**src/sv/ritx_pkg.sv**
```systemverilog
// ----------------------------------------------------------------------------
// ritx_pkg: shared definitions for the radix integer to text block
// Types, constants and helpers used by the front end, queue and digit engine.
// ----------------------------------------------------------------------------
package ritx_pkg;

  // Field and register widths.
  localparam int unsigned ValW       = 32;
  localparam int unsigned SymW       = 8;
  localparam int unsigned CfgW       = 64;
  localparam int unsigned CfgIdxW    = 2;
  localparam int unsigned BaseLenW   = 5;
  localparam int unsigned NumSym     = 16;
  localparam int unsigned SymIdxW    = 4;
  localparam int unsigned MaxBaseDef = 16;

  // A 32-bit magnitude has at most 32 digits (radix two).
  localparam int unsigned MaxDigits  = 32;
  localparam int unsigned DigitCntW  = 6;
  localparam int unsigned DigitIdxW  = 5;

  // Long division handles this many dividend bits per clock.
  localparam int unsigned DivBitsPerCycle = 8;

  // Characters with a fixed meaning.
  localparam logic [SymW-1:0] ChPlus  = 8'h2B;
  localparam logic [SymW-1:0] ChMinus = 8'h2D;

  // Configuration register indexes.
  typedef enum logic [CfgIdxW-1:0] {
    CFG_BASE_LENGTH  = 2'd0,
    CFG_SYMBOLS_LOW  = 2'd1,
    CFG_SYMBOLS_HIGH = 2'd2
  } cfg_idx_e;

  // Configuration seen by the front end and the digit engine.
  typedef struct packed {
    logic [BaseLenW-1:0]    base_len;
    logic [NumSym*SymW-1:0] syms;
  } ritx_cfg_t;

  // One queued job: sign and 32-bit magnitude.
  typedef struct packed {
    logic            neg;
    logic [ValW-1:0] mag;
  } ritx_item_t;

  // Queue status toward the front end and the back end.
  typedef struct packed {
    logic full;
    logic empty;
  } ritx_qstat_t;

  // Digit engine states.
  typedef enum logic [1:0] {
    ST_IDLE = 2'd0,
    ST_DIV  = 2'd1,
    ST_EMIT = 2'd2
  } back_state_e;

  // Pick symbol idx out of the packed alphabet.
  function automatic logic [SymW-1:0] sym_at(input logic [NumSym*SymW-1:0] syms,
                                             input logic [SymIdxW-1:0] idx);
    sym_at = syms[idx*SymW +: SymW];
  endfunction

endpackage

```
**src/sv/ritx_front.sv**
```systemverilog
// ----------------------------------------------------------------------------
// ritx_front: input stage and classifier
// Registers each input item, drops it when the alphabet is invalid, and
// otherwise queues its sign and magnitude for the digit engine.
// ----------------------------------------------------------------------------
module ritx_front #(
  parameter int unsigned MAX_BASE = ritx_pkg::MaxBaseDef
) (
  input  logic                          clk_i,
  input  logic                          rst_ni,
  input  ritx_pkg::ritx_cfg_t           cfg_i,
  input  logic                          s_valid_i,
  output logic                          s_ready_o,
  input  logic [ritx_pkg::ValW-1:0]     s_value_i,
  input  ritx_pkg::ritx_qstat_t         qstat_i,
  output logic                          push_o,
  output ritx_pkg::ritx_item_t          push_item_o
);

  logic                       ok_d, ok_q;
  logic                       stg_valid_q;
  logic [ritx_pkg::ValW-1:0]  stg_value_q;
  logic                       accept;
  logic                       drain;

  // Alphabet check: radix in range, no sign symbols, no repeated symbol.
  always_comb begin
    logic [ritx_pkg::SymW-1:0] si;
    ok_d = (cfg_i.base_len >= ritx_pkg::BaseLenW'(2)) &&
           (cfg_i.base_len <= ritx_pkg::BaseLenW'(MAX_BASE));
    for (int i = 0; i < ritx_pkg::NumSym; i++) begin
      si = ritx_pkg::sym_at(cfg_i.syms, ritx_pkg::SymIdxW'(i));
      if (ritx_pkg::BaseLenW'(i) < cfg_i.base_len) begin
        if (si == ritx_pkg::ChPlus || si == ritx_pkg::ChMinus) begin
          ok_d = 1'b0;
        end
        for (int j = i + 1; j < ritx_pkg::NumSym; j++) begin
          if (ritx_pkg::BaseLenW'(j) < cfg_i.base_len &&
              ritx_pkg::sym_at(cfg_i.syms, ritx_pkg::SymIdxW'(j)) == si) begin
            ok_d = 1'b0;
          end
        end
      end
    end
  end

  // The check result is registered; it settles before a staged item uses it.
  always_ff @(posedge clk_i or negedge rst_ni) begin
    if (!rst_ni) begin
      ok_q <= 1'b0;
    end else begin
      ok_q <= ok_d;
    end
  end

  // The staged item leaves when queued, or at once when it is dropped.
  assign drain     = ok_q ? !qstat_i.full : 1'b1;
  assign s_ready_o = !stg_valid_q || drain;
  assign accept    = s_valid_i && s_ready_o;
  assign push_o    = stg_valid_q && ok_q && !qstat_i.full;

  always_ff @(posedge clk_i or negedge rst_ni) begin
    if (!rst_ni) begin
      stg_valid_q <= 1'b0;
    end else if (accept) begin
      stg_valid_q <= 1'b1;
    end else if (drain) begin
      stg_valid_q <= 1'b0;
    end
  end

  always_ff @(posedge clk_i) begin
    if (accept) begin
      stg_value_q <= s_value_i;
    end
  end

  // Sign and two's complement magnitude; the most negative value maps to 2^31.
  assign push_item_o.neg = stg_value_q[ritx_pkg::ValW-1];
  assign push_item_o.mag = stg_value_q[ritx_pkg::ValW-1] ? (~stg_value_q + 1'b1)
                                                         : stg_value_q;

endmodule

```
**src/sv/ritx_queue.sv**
```systemverilog
// ----------------------------------------------------------------------------
// ritx_queue: two-entry job queue
// Decouples the front end from the digit engine so each side stalls alone.
// ----------------------------------------------------------------------------
module ritx_queue (
  input  logic                   clk_i,
  input  logic                   rst_ni,
  input  logic                   push_i,
  input  ritx_pkg::ritx_item_t   push_item_i,
  input  logic                   pop_i,
  output ritx_pkg::ritx_item_t   pop_item_o,
  output ritx_pkg::ritx_qstat_t  qstat_o
);

  ritx_pkg::ritx_item_t mem_q [2];
  logic                 wr_ptr_q, rd_ptr_q;
  logic [1:0]           count_q;

  assign qstat_o.full  = (count_q == 2'd2);
  assign qstat_o.empty = (count_q == 2'd0);
  assign pop_item_o    = mem_q[rd_ptr_q];

  // Pointers and fill count.
  always_ff @(posedge clk_i or negedge rst_ni) begin
    if (!rst_ni) begin
      wr_ptr_q <= 1'b0;
      rd_ptr_q <= 1'b0;
      count_q  <= 2'd0;
    end else begin
      if (push_i) begin
        wr_ptr_q <= !wr_ptr_q;
      end
      if (pop_i) begin
        rd_ptr_q <= !rd_ptr_q;
      end
      if (push_i && !pop_i) begin
        count_q <= count_q + 2'd1;
      end else if (pop_i && !push_i) begin
        count_q <= count_q - 2'd1;
      end
    end
  end

  // Entry storage.
  always_ff @(posedge clk_i) begin
    if (push_i) begin
      mem_q[wr_ptr_q] <= push_item_i;
    end
  end

endmodule

```
**src/sv/ritx_back.sv**
```systemverilog
// ----------------------------------------------------------------------------
// ritx_back: digit engine
// Divides the magnitude by the radix repeatedly, stacks the remainders and
// sends the sign and the digit symbols most significant first.
// ----------------------------------------------------------------------------
module ritx_back #(
  parameter int unsigned MAX_BASE = ritx_pkg::MaxBaseDef
) (
  input  logic                          clk_i,
  input  logic                          rst_ni,
  input  ritx_pkg::ritx_cfg_t           cfg_i,
  input  ritx_pkg::ritx_qstat_t         qstat_i,
  input  ritx_pkg::ritx_item_t          pop_item_i,
  output logic                          pop_o,
  output logic                          m_valid_o,
  input  logic                          m_ready_i,
  output logic [ritx_pkg::SymW-1:0]     m_char_o,
  output logic                          m_last_o
);

  localparam int unsigned DigitW = (MAX_BASE > 1) ? $clog2(MAX_BASE) : 1;
  localparam int unsigned Steps  = ritx_pkg::ValW / ritx_pkg::DivBitsPerCycle;
  localparam int unsigned StepW  = (Steps > 1) ? $clog2(Steps) : 1;

  ritx_pkg::back_state_e state_q, state_d;

  logic [ritx_pkg::ValW-1:0]      div_q;
  logic [DigitW-1:0]              rem_q;
  logic [StepW-1:0]               step_q;
  logic [ritx_pkg::DigitCntW-1:0] cnt_q;
  logic                           neg_q;
  logic [DigitW-1:0]              stk_q [ritx_pkg::MaxDigits];

  logic [ritx_pkg::ValW-1:0]      div_nx;
  logic [DigitW-1:0]              rem_nx;
  logic                           digit_done;
  logic                           conv_done;
  logic                           out_load;
  logic [DigitW-1:0]              top_digit;
  logic [ritx_pkg::SymW-1:0]      char_nx;
  logic                           last_nx;
  logic                           emit_done;

  // Eight steps of restoring long division by the radix.
  always_comb begin
    logic [DigitW:0]                        t;
    logic [DigitW:0]                        base_w;
    logic [DigitW-1:0]                      r;
    logic [ritx_pkg::DivBitsPerCycle-1:0]   qb;
    base_w = cfg_i.base_len[DigitW:0];
    r      = rem_q;
    qb     = '0;
    for (int k = 0; k < ritx_pkg::DivBitsPerCycle; k++) begin
      t = {r, div_q[ritx_pkg::ValW-1-k]};
      if (t >= base_w) begin
        t = t - base_w;
        qb[ritx_pkg::DivBitsPerCycle-1-k] = 1'b1;
      end
      r = t[DigitW-1:0];
    end
    div_nx = {div_q[ritx_pkg::ValW-ritx_pkg::DivBitsPerCycle-1:0], qb};
    rem_nx = r;
  end

  assign digit_done = (state_q == ritx_pkg::ST_DIV) && (step_q == StepW'(Steps - 1));
  assign conv_done  = digit_done &&
                      ((div_nx == '0) ||
                       (cnt_q == ritx_pkg::DigitCntW'(ritx_pkg::MaxDigits - 1)));

  // Next character: the sign first, then stacked digits newest first.
  assign top_digit = stk_q[ritx_pkg::DigitIdxW'(cnt_q - 1'b1)];
  assign char_nx   = neg_q ? ritx_pkg::ChMinus
                           : ritx_pkg::sym_at(cfg_i.syms, ritx_pkg::SymIdxW'(top_digit));
  assign last_nx   = !neg_q && (cnt_q == ritx_pkg::DigitCntW'(1));
  assign emit_done = out_load && last_nx;

  // Next state.
  always_comb begin
    state_d = state_q;
    unique case (state_q)
      ritx_pkg::ST_IDLE: begin
        if (!qstat_i.empty) begin
          state_d = ritx_pkg::ST_DIV;
        end
      end
      ritx_pkg::ST_DIV: begin
        if (conv_done) begin
          state_d = ritx_pkg::ST_EMIT;
        end
      end
      ritx_pkg::ST_EMIT: begin
        if (emit_done) begin
          state_d = ritx_pkg::ST_IDLE;
        end
      end
      default: state_d = ritx_pkg::ST_IDLE;
    endcase
  end

  // State outputs.
  always_comb begin
    pop_o    = 1'b0;
    out_load = 1'b0;
    unique case (state_q)
      ritx_pkg::ST_IDLE: pop_o    = !qstat_i.empty;
      ritx_pkg::ST_EMIT: out_load = !m_valid_o || m_ready_i;
      default: begin
        pop_o    = 1'b0;
        out_load = 1'b0;
      end
    endcase
  end

  // Control registers.
  always_ff @(posedge clk_i or negedge rst_ni) begin
    if (!rst_ni) begin
      state_q   <= ritx_pkg::ST_IDLE;
      step_q    <= '0;
      cnt_q     <= '0;
      neg_q     <= 1'b0;
      m_valid_o <= 1'b0;
    end else begin
      state_q <= state_d;
      if (pop_o) begin
        neg_q  <= pop_item_i.neg;
        step_q <= '0;
        cnt_q  <= '0;
      end else if (state_q == ritx_pkg::ST_DIV) begin
        step_q <= step_q + 1'b1;
        if (digit_done) begin
          cnt_q <= cnt_q + 1'b1;
        end
      end else if (out_load) begin
        if (neg_q) begin
          neg_q <= 1'b0;
        end else begin
          cnt_q <= cnt_q - 1'b1;
        end
      end
      if (out_load) begin
        m_valid_o <= 1'b1;
      end else if (m_ready_i) begin
        m_valid_o <= 1'b0;
      end
    end
  end

  // Division datapath and digit stack.
  always_ff @(posedge clk_i) begin
    if (pop_o) begin
      div_q <= pop_item_i.mag;
      rem_q <= '0;
    end else if (state_q == ritx_pkg::ST_DIV) begin
      div_q <= div_nx;
      rem_q <= digit_done ? '0 : rem_nx;
    end
    if (digit_done) begin
      stk_q[ritx_pkg::DigitIdxW'(cnt_q)] <= rem_nx;
    end
  end

  // Output register.
  always_ff @(posedge clk_i) begin
    if (out_load) begin
      m_char_o <= char_nx;
      m_last_o <= last_nx;
    end
  end

endmodule

```
**src/sv/radix_integer_to_text.sv**
```systemverilog
// ----------------------------------------------------------------------------
// radix_integer_to_text: signed integer to text in a programmable radix
// Holds the alphabet registers and joins the front end, queue and engine.
// ----------------------------------------------------------------------------
// Usage:
//   Write base_length, symbols_low and symbols_high through the cfg_* port
//   while the block is idle. Each 32-bit signed value sent on s_axis becomes
//   a run of characters on m_axis: a '-' for negative values, then the
//   digits most significant first, with tlast on the final digit. When the
//   alphabet is invalid (radix below two or above MAX_BASE, a sign symbol,
//   or a repeated symbol) the value is consumed and nothing is sent.
// Flow:
//   A value passes through the input stage and the queue, then the engine
//   finds each digit by long division, eight dividend bits per cycle, and
//   sends the characters one by one. The division unit works on one value
//   at a time.
// Reset and stall:
//   Reset clears the alphabet registers, the queue and the output valid, but
//   not the output character. When m_axis_tready is low the current character
//   holds; the queue and the input stage fill up and then s_axis_tready drops.
// ----------------------------------------------------------------------------
module radix_integer_to_text #(
  parameter int unsigned MAX_BASE = ritx_pkg::MaxBaseDef
) (
  input  logic                           clk_i,
  input  logic                           rst_ni,
  // Configuration write port
  input  logic                           cfg_we_i,
  input  logic [ritx_pkg::CfgIdxW-1:0]   cfg_idx_i,
  input  logic [ritx_pkg::CfgW-1:0]      cfg_data_i,
  // Input stream
  input  logic                           s_axis_tvalid,
  output logic                           s_axis_tready,
  input  logic [ritx_pkg::ValW-1:0]      s_axis_tdata,   // [31:0] value
  // Output stream
  output logic                           m_axis_tvalid,
  input  logic                           m_axis_tready,
  output logic [ritx_pkg::SymW-1:0]      m_axis_tdata,   // [7:0] char_out
  output logic                           m_axis_tlast    // last
);

  logic [ritx_pkg::BaseLenW-1:0] base_len_q;
  logic [ritx_pkg::CfgW-1:0]     sym_lo_q, sym_hi_q;
  ritx_pkg::ritx_cfg_t           cfg;
  ritx_pkg::ritx_qstat_t         qstat;
  ritx_pkg::ritx_item_t          push_item, pop_item;
  logic                          push, pop;

  // Alphabet registers.
  always_ff @(posedge clk_i or negedge rst_ni) begin
    if (!rst_ni) begin
      base_len_q <= '0;
      sym_lo_q   <= '0;
      sym_hi_q   <= '0;
    end else if (cfg_we_i) begin
      unique case (cfg_idx_i)
        ritx_pkg::CFG_BASE_LENGTH:  base_len_q <= cfg_data_i[ritx_pkg::BaseLenW-1:0];
        ritx_pkg::CFG_SYMBOLS_LOW:  sym_lo_q   <= cfg_data_i;
        ritx_pkg::CFG_SYMBOLS_HIGH: sym_hi_q   <= cfg_data_i;
        default: ;
      endcase
    end
  end

  assign cfg.base_len = base_len_q;
  assign cfg.syms     = {sym_hi_q, sym_lo_q};

  ritx_front #(
    .MAX_BASE (MAX_BASE)
  ) u_front (
    .clk_i       (clk_i),
    .rst_ni      (rst_ni),
    .cfg_i       (cfg),
    .s_valid_i   (s_axis_tvalid),
    .s_ready_o   (s_axis_tready),
    .s_value_i   (s_axis_tdata),
    .qstat_i     (qstat),
    .push_o      (push),
    .push_item_o (push_item)
  );

  ritx_queue u_queue (
    .clk_i       (clk_i),
    .rst_ni      (rst_ni),
    .push_i      (push),
    .push_item_i (push_item),
    .pop_i       (pop),
    .pop_item_o  (pop_item),
    .qstat_o     (qstat)
  );

  ritx_back #(
    .MAX_BASE (MAX_BASE)
  ) u_back (
    .clk_i      (clk_i),
    .rst_ni     (rst_ni),
    .cfg_i      (cfg),
    .qstat_i    (qstat),
    .pop_item_i (pop_item),
    .pop_o      (pop),
    .m_valid_o  (m_axis_tvalid),
    .m_ready_i  (m_axis_tready),
    .m_char_o   (m_axis_tdata),
    .m_last_o   (m_axis_tlast)
  );

endmodule

```
**config.mk**
```make
export PLATFORM = sky130hd
export DESIGN_NAME = radix_integer_to_text
export DESIGN_NICKNAME = d
export VERILOG_FILES = /design/src/sv/ritx_pkg.sv /design/src/sv/ritx_front.sv /design/src/sv/ritx_queue.sv /design/src/sv/ritx_back.sv /design/src/sv/radix_integer_to_text.sv
export SDC_FILE = /design/constraint.sdc
export NUM_CORES = 1
export LEC_CHECK = 0
export BUFFER_PORTS_ARGS = -buffer_cell sky130_fd_sc_hd__buf_2
export CAP_MARGIN = 20
export CORE_MARGIN = 2
export CORE_UTILIZATION = 45
export DETAILED_ROUTE_END_ITERATION = 16
export GPL_ROUTABILITY_DRIVEN = 1
export PLACE_DENSITY = 0.73
export SETUP_SLACK_MARGIN = 0.2
export SYNTH_ARGS = -nofsm -noshare
export SYNTH_HDL_FRONTEND = slang
export SYNTH_SLANG_ARGS = --single-unit
export TNS_END_PERCENT = 20
```
**constraint.sdc**
```tcl
create_clock -name clk_i -period 17.2 [get_ports clk_i]
set_input_delay 0 -clock clk_i [delete_from_list [all_inputs] [get_ports clk_i]]
set_output_delay 0 -clock clk_i [all_outputs]
set_load 0.1 [all_outputs]
```
Word level (Yosys, flattened, before mapping). Memory sizes are Yosys's and may differ from the RTL's. Cells that the tools add are included.

Register bits after elaboration: 228. RAM bits: 194. Bits of input ports: 103. Logic and storage cells: 601. Memories kept: 2.

$add $sub $neg: 14. Order comparisons: 26. Equal/unequal tests: 166. Shift-type cells: 1. Mux-type cells: 199. Bitwise logic cells: 1. Reduce and logical (&&, ||, !) cells: 174.

Memories: u_back.stk_q (depth 32, width 4, read ports 1, clocked after Yosys merged registers in 0, wr ports 1, RTL line ritx_back.sv:32) `logic [DigitW-1:0] stk_q [ritx_pkg::MaxDigits];`; u_queue.mem_q (depth 2, width 33, read ports 1, clocked after Yosys merged registers in 0, wr ports 1, RTL line ritx_queue.sv:15) `ritx_pkg::ritx_item_t mem_q [2];`.

Operators with widths (count): $eq 8x8->1 (120); $eq 8x6->1 const B (32); $mux 1 (174); $logic_and 1x1->1 (130); $shiftx 128x8->8 (1); $mux 32 (3); $ge 5x5->1 (8); $lt 4x5->1 const A (8); $mux 4 (9); $add 32x1->32 const B (1); $logic_not 32->1 (1); $not 32->32 (1); $sub 4x4->4 (8); $mux 6 (5); $lt 3x5->1 const A (4); $logic_or 1x1->1 (19); $mux 2 (7); $lt 1x5->1 const A (2); $lt 2x5->1 const A (2); $reduce_bool 2->1 (5); $logic_not 1->1 (9); $eq 2x2->1 const B (4); $reduce_and 2->1 (4); $add 6x1->6 const B (1); 16 further kinds (23).

Depth between registers and ports, before layout.
Depth after elaboration: 154. Depth in mapped cells: 67. Depth with buffers taken out: 63.

Hierarchy. Synthesis repeated with hierarchy kept, for this count alone.

Cell total of the unflattened synthesis: 3087. Area total of the unflattened synthesis: 32990.4 µm².

By module, submodules not included: ritx_front (times used 1, cells each 1844, area each 14279.9 µm², seq. area each 1011.0 µm²); ritx_back (times used 1, cells each 841, area each 10536.4 µm², seq. area each 5455.2 µm²); radix_integer_to_text (times used 1, cells each 283, area each 5454.0 µm², seq. area each 3328.2 µm²); ritx_queue (times used 1, cells each 119, area each 2720.1 µm², seq. area each 2082.0 µm²).

Worst setup path before layout. OpenSTA, ideal clock, no wires.

Path type: reg-to-reg. Start: register base_len_q[1] (netlist bit). End: memory u_back.stk_q[0][3] (netlist bit) (data pin). Setup time: 0.478 ns. Data arrival time: 13.535 ns. Required time: 16.722 ns. Path slack: 3.187 ns. Stages on the path, launching flop included: 64. Path through: dfrtp_1 > clkbuf_1 > inv_1 > ha_1 > nor2b_1 > o21ai_0 > nand3b_1 > a21o_1 > a21o_1 > clkbuf_1 > mux2i_1 > ha_1 > a21o_1 > a21o_1 > a21o_1 > a21oi_1 > mux2_2 > inv_1 > (+28 left out) > mux2_2 > inv_1 > ha_1 > nor2b_1 > o21ai_0 > nand3b_1 > a21o_1 > a21o_1 > clkbuf_1 > o21ai_0 > inv_1 > ha_1 > a21o_1 > a21o_1 > a21o_1 > a21o_1 > clkbuf_1 > o31ai_1.

Word-level cells in the longest chain between the ends: 16. Elaborated cells on any way between the ends: 24. Classes of those cells: 8 x add/sub; 8 x order compare; 8 x mux.

Ends and longest elaborated chain: start: declaration (RTL line radix_integer_to_text.sv:42) `logic [ritx_pkg::BaseLenW-1:0] base_len_q;`; start signal: assignment (RTL line radix_integer_to_text.sv:57) `ritx_pkg::CFG_BASE_LENGTH: base_len_q <= cfg_data_i[ritx_pkg::BaseLenW-1:0];`; $sub 4x4->4 / $ge 5x5->1 (equally long branches) (RTL line ritx_back.sv:56, ritx_back.sv:55); $mux 4 (RTL line ritx_back.sv:55) `if (t >= base_w) begin`; $sub 4x4->4 / $ge 5x5->1 (equally long branches) (RTL line ritx_back.sv:56, ritx_back.sv:55); $mux 4 (RTL line ritx_back.sv:55); $sub 4x4->4 / $ge 5x5->1 (equally long branches) (RTL line ritx_back.sv:56, ritx_back.sv:55); $mux 4 (RTL line ritx_back.sv:55); $ge 5x5->1 / $sub 4x4->4 (equally long branches) (RTL line ritx_back.sv:55, ritx_back.sv:56); $mux 4 (RTL line ritx_back.sv:55); $sub 4x4->4 / $ge 5x5->1 (equally long branches) (RTL line ritx_back.sv:56, ritx_back.sv:55); $mux 4 (RTL line ritx_back.sv:55); $sub 4x4->4 / $ge 5x5->1 (equally long branches) (RTL line ritx_back.sv:56, ritx_back.sv:55); $mux 4 (RTL line ritx_back.sv:55); $ge 5x5->1 / $sub 4x4->4 (equally long branches) (RTL line ritx_back.sv:55, ritx_back.sv:56); $mux 4 (RTL line ritx_back.sv:55); $sub 4x4->4 / $ge 5x5->1 (equally long branches) (RTL line ritx_back.sv:56, ritx_back.sv:55); $mux 4 (*) (RTL line ritx_back.sv:55); via u_back.rem_nx[3] (RTL line ritx_back.sv:35) `logic [DigitW-1:0] rem_nx;`; end: declaration (RTL line ritx_back.sv:32).

The timed path passes the listed nets; every way through them passes the cells marked *.

Worst setup path in the final report.
Start: register base_len_q[2] (netlist bit). End: register u_back.rem_q[0].

Word-level cells in the longest chain between the ends: 17. Elaborated cells on any way between the ends: 24. Classes of those cells: 7 x add/sub; 8 x order compare; 9 x mux.

Ends and longest elaborated chain: $sub 4x4->4 / $ge 5x5->1 (equally long branches) (RTL line ritx_back.sv:56, ritx_back.sv:55); $mux 4 (RTL line ritx_back.sv:55); $sub 4x4->4 / $ge 5x5->1 (equally long branches) (RTL line ritx_back.sv:56, ritx_back.sv:55); $mux 4 (RTL line ritx_back.sv:55); $ge 5x5->1 / $sub 4x4->4 (equally long branches) (RTL line ritx_back.sv:55, ritx_back.sv:56); $mux 4 (RTL line ritx_back.sv:55); $sub 4x4->4 / $ge 5x5->1 (equally long branches) (RTL line ritx_back.sv:56, ritx_back.sv:55); $mux 4 (RTL line ritx_back.sv:55); (+2 left out); $sub 4x4->4 / $ge 5x5->1 (equally long branches) (RTL line ritx_back.sv:56, ritx_back.sv:55); $mux 4 (RTL line ritx_back.sv:55); $ge 5x5->1 / $sub 4x4->4 (equally long branches) (RTL line ritx_back.sv:55, ritx_back.sv:56); $mux 4 (RTL line ritx_back.sv:55); $ge 5x5->1 (*) (RTL line ritx_back.sv:55); $mux 4 (*) (RTL line ritx_back.sv:55); via u_back.rem_nx[0] (RTL line ritx_back.sv:35); $mux 4 (*) (RTL line ritx_back.sv:155) `rem_q <= digit_done ? '0 : rem_nx;`; end signal: assignment (RTL line ritx_back.sv:155); end: declaration (RTL line ritx_back.sv:28) `logic [DigitW-1:0] rem_q;`.

Marks and branches as above. A chain may end at the register's enable or synchronous reset.

==> reports/metrics.yaml <==
slew_headroom_pct: 14.3
viasPerCell: 6.16
synth-edff-count: 267
yosys-top-cells-area: "edfxtp_1, xnor2_1, dfrtp_1"
critPathMaxStageDelay_ns: 0.57
postRouteAntennaNets: 0
h-tree-depth: 2
critPathMaxFanout: 23
cp-start-kind: "flop"
cts_buffer_depth: 3
initialDrtViolationCount: 3242
port_buffers: 113
maxCapViolations: 0
yosys_warnings: 0
grt_pass1_vias: 25600
drive_gt1_share_pct: 16.7
synth_common_cells: "xnor2_1, xor2_1, edfxtp_1"
cp.required_ns: 17.73
tightest_slew_ns: 1.28
ios: 114
crit_start: "base_len_q[2]"
cp-end-kind: "flop"
use_met2_pct: 43.1
antenna_found_initial: 6
period_needed_ns: 14.05
r2r_start: "base_len_q[2]"
area_delta_synth_final_pct: 13.5
num_rows: 97
dpl.hpwl_um: 66900
synth-main-ff-cell: "edfxtp_1"
grtUsageTotal_pct: 28.3
insertion_delay_ns: 0.63
dieArea_mm2: 0.0730
cts.sinks: 422
rsz0062_at_grt: "false"
finClkSkew_ns: 0.0379
synth_cells: 3125
period_share_pct: 81.7
hold_path.class: "in -> async"
cts_setup_buffers: 0
num_vias: 25800
first_pass_iters: 5
die_h_um: 270
setup_violations: 0
critical_path.top_delay_family: "compound AO/OA/AOI/OAI gates"
core_region_area_mm2: 0.0701
finalWirelength_um: 106000
fmax_mhz: 71.2
async_flop_share_pct: 35.8
cpMaxStageDelayCell: "o21ai_0"
violations: "hold timing"
grt-busiest-layer: "met2"
crit_path_frequent_cell: "a21o_1"
holdWs_ns: -0.0289
cts_inserted_buffers: 47
slew_violations: 0
critPathKind: "reg -> reg"
setup_tns_ns: 0
cts_tree: "built"
grt_pass1_wl_um: 158000
nets: 3366
clk_pin_slew_ns: 0.06
die_w_um: 270
crit_arrival_ns: 14.59
yosysTopAreaCellShare_pct: 25.1
gr-usage-met3_pct: 9.60
yosysTopAreaCell: "edfxtp_1"
drt-wirelength-per-cell_um: 25.3
post-route-drc-count: 0
synth_seq_cells: 422
gr-total-overflow: 0
grt_max_degree: 90
yosysMostFrequentCell: "xnor2_1"
initial_utilization_pct: 45.5
syn_avg_cell_area_um2: 10.2
final_hold_viol_count: 11
ys_types: 63
critPathBufInv: 7
place_congestion: 1.03
synth_nets: 3284
grtUsageMet1_pct: 35.8
seq_area_frac_synth_pct: 37.2
cts_root_buffer: "clkbuf_16"
synth_area_mm2: 0.0319
status: "complete, but fails checks"
logic make-up (layout without fill, tap and decap cells):
logic type	after synthesis	in the layout	synth area share, %
DFF	422	422	37.2
buffers and inverters	370	486	4.40
muxes	276	276	10.2
and+or+nand+nor	727	727	12.6
adders and majority gates	56	56	2.38
other	0	1	0
AOI/OAI and AO/OA	244	244	4.94
xor gates and xnor gates	1030	1030	28.3
layer usage:
layer  wire, µm  share of wire [%]
met1      40100                 38
met2      45900                 43
met3      13600                 13
met4       6010                5.7
met5         74              0.070
layout by cell type, fill, tap and decap left out, types with 7 or more instances in the layout:
cell type	count
mux2_2	158
xnor2_1	759
dfrtp_1	150
o21ai_0	67
nor2_1	69
nor2b_1	14
o31ai_1	12
or3_1	17
buf_4	148
nand2_1	138
a21oi_1	35
nand3_1	48
o22ai_1	7
nand3b_1	13
clkinv_2	12
nor3_1	73
nand4_1	194
xor2_1	270
a31oi_1	40
buf_2	112
ha_1	48
clkbuf_16	47
fa_1	8
nor4_1	95
edfxtp_1	267
nand2b_1	11
a21o_1	23
dlygate4sd3_1	102
mux2i_1	91
nand4b_1	22
inv_1	38
mux4_2	24
through the flow:
step | instances | hold slack, ns | util (%) | cell area [µm²] | setup slack [ns]
2_1_floorplan | 3125 | -0.296 | - | 31900 | 3.19
3_3_place_gp | 3994 | 0.122 | 47.9 | 33600 | 3.48
3_5_place_dp | 3994 | 0.119 | 47.9 | 33600 | 3.28
4_1_cts | 4179 | 0.0449 | 51.6 | 36200 | 3.17
5_1_grt | 4181 | 0.0684 | 51.6 | 36200 | 2.21
6_report | 4182 | -0.0289 | 51.6 | 36200 | 3.15
worst reg2reg max path: cells and delay by family, from the launching register on:
kind            cells  cell delay (ns)
fa+ha+maj           8             2.37
flops               1             0.56
buf+inv             7             1.08
mux                 5             1.74
simple gates        9             1.02
compound gates     31             7.17
registers in the layout, summed over array words and instances, names as in the netlist, 5 cells and up:
register,cells
u_back.cnt_q,6
u_back.div_q,32
u_back.stk_q,128
u_front.stg_value_q,32
u_queue.mem_q,66
u_back.m_char_o,8
base_len_q,5
sym_lo_q,64
sym_hi_q,64
repair_timing:
action / 4_1_cts / 5_1_grt
hold buffers: 102 / 0
endpoints found under the hold margin: 256 / 0
gates resized for setup: 0 / 0
worst paths after layout:
check | end | slack, ns | depth (start not counted)
setup / recovery | u_back.rem_q[0] | 3.15 | 60
hold / removal | sym_hi_q[17] | -0.03 | 2
setup reg to reg | u_back.rem_q[0] | 3.15 | 60
hold reg to reg | sym_lo_q[31] | 0.51 | 1
max in group asynchronous | u_queue.rd_ptr_q | 15.76 | 3
min in group clk_i | u_front.stg_value_q[3] | 0.10 | 2
final cells by class:
cell class                 count  area, µm²
antenna                        1       2.50
clock buffer                  51       1200
clock inverter                32        380
fill                        6265      33900
inverter                      38        143
multi-input combinational   2333      18700
sequential                   422      11900
tap                          940       1180
timing repair buffer         365       2750
Power is left out: the tool's default activity adds up to more than one toggle a clock period on the data nets, which glitch-free logic cannot reach.
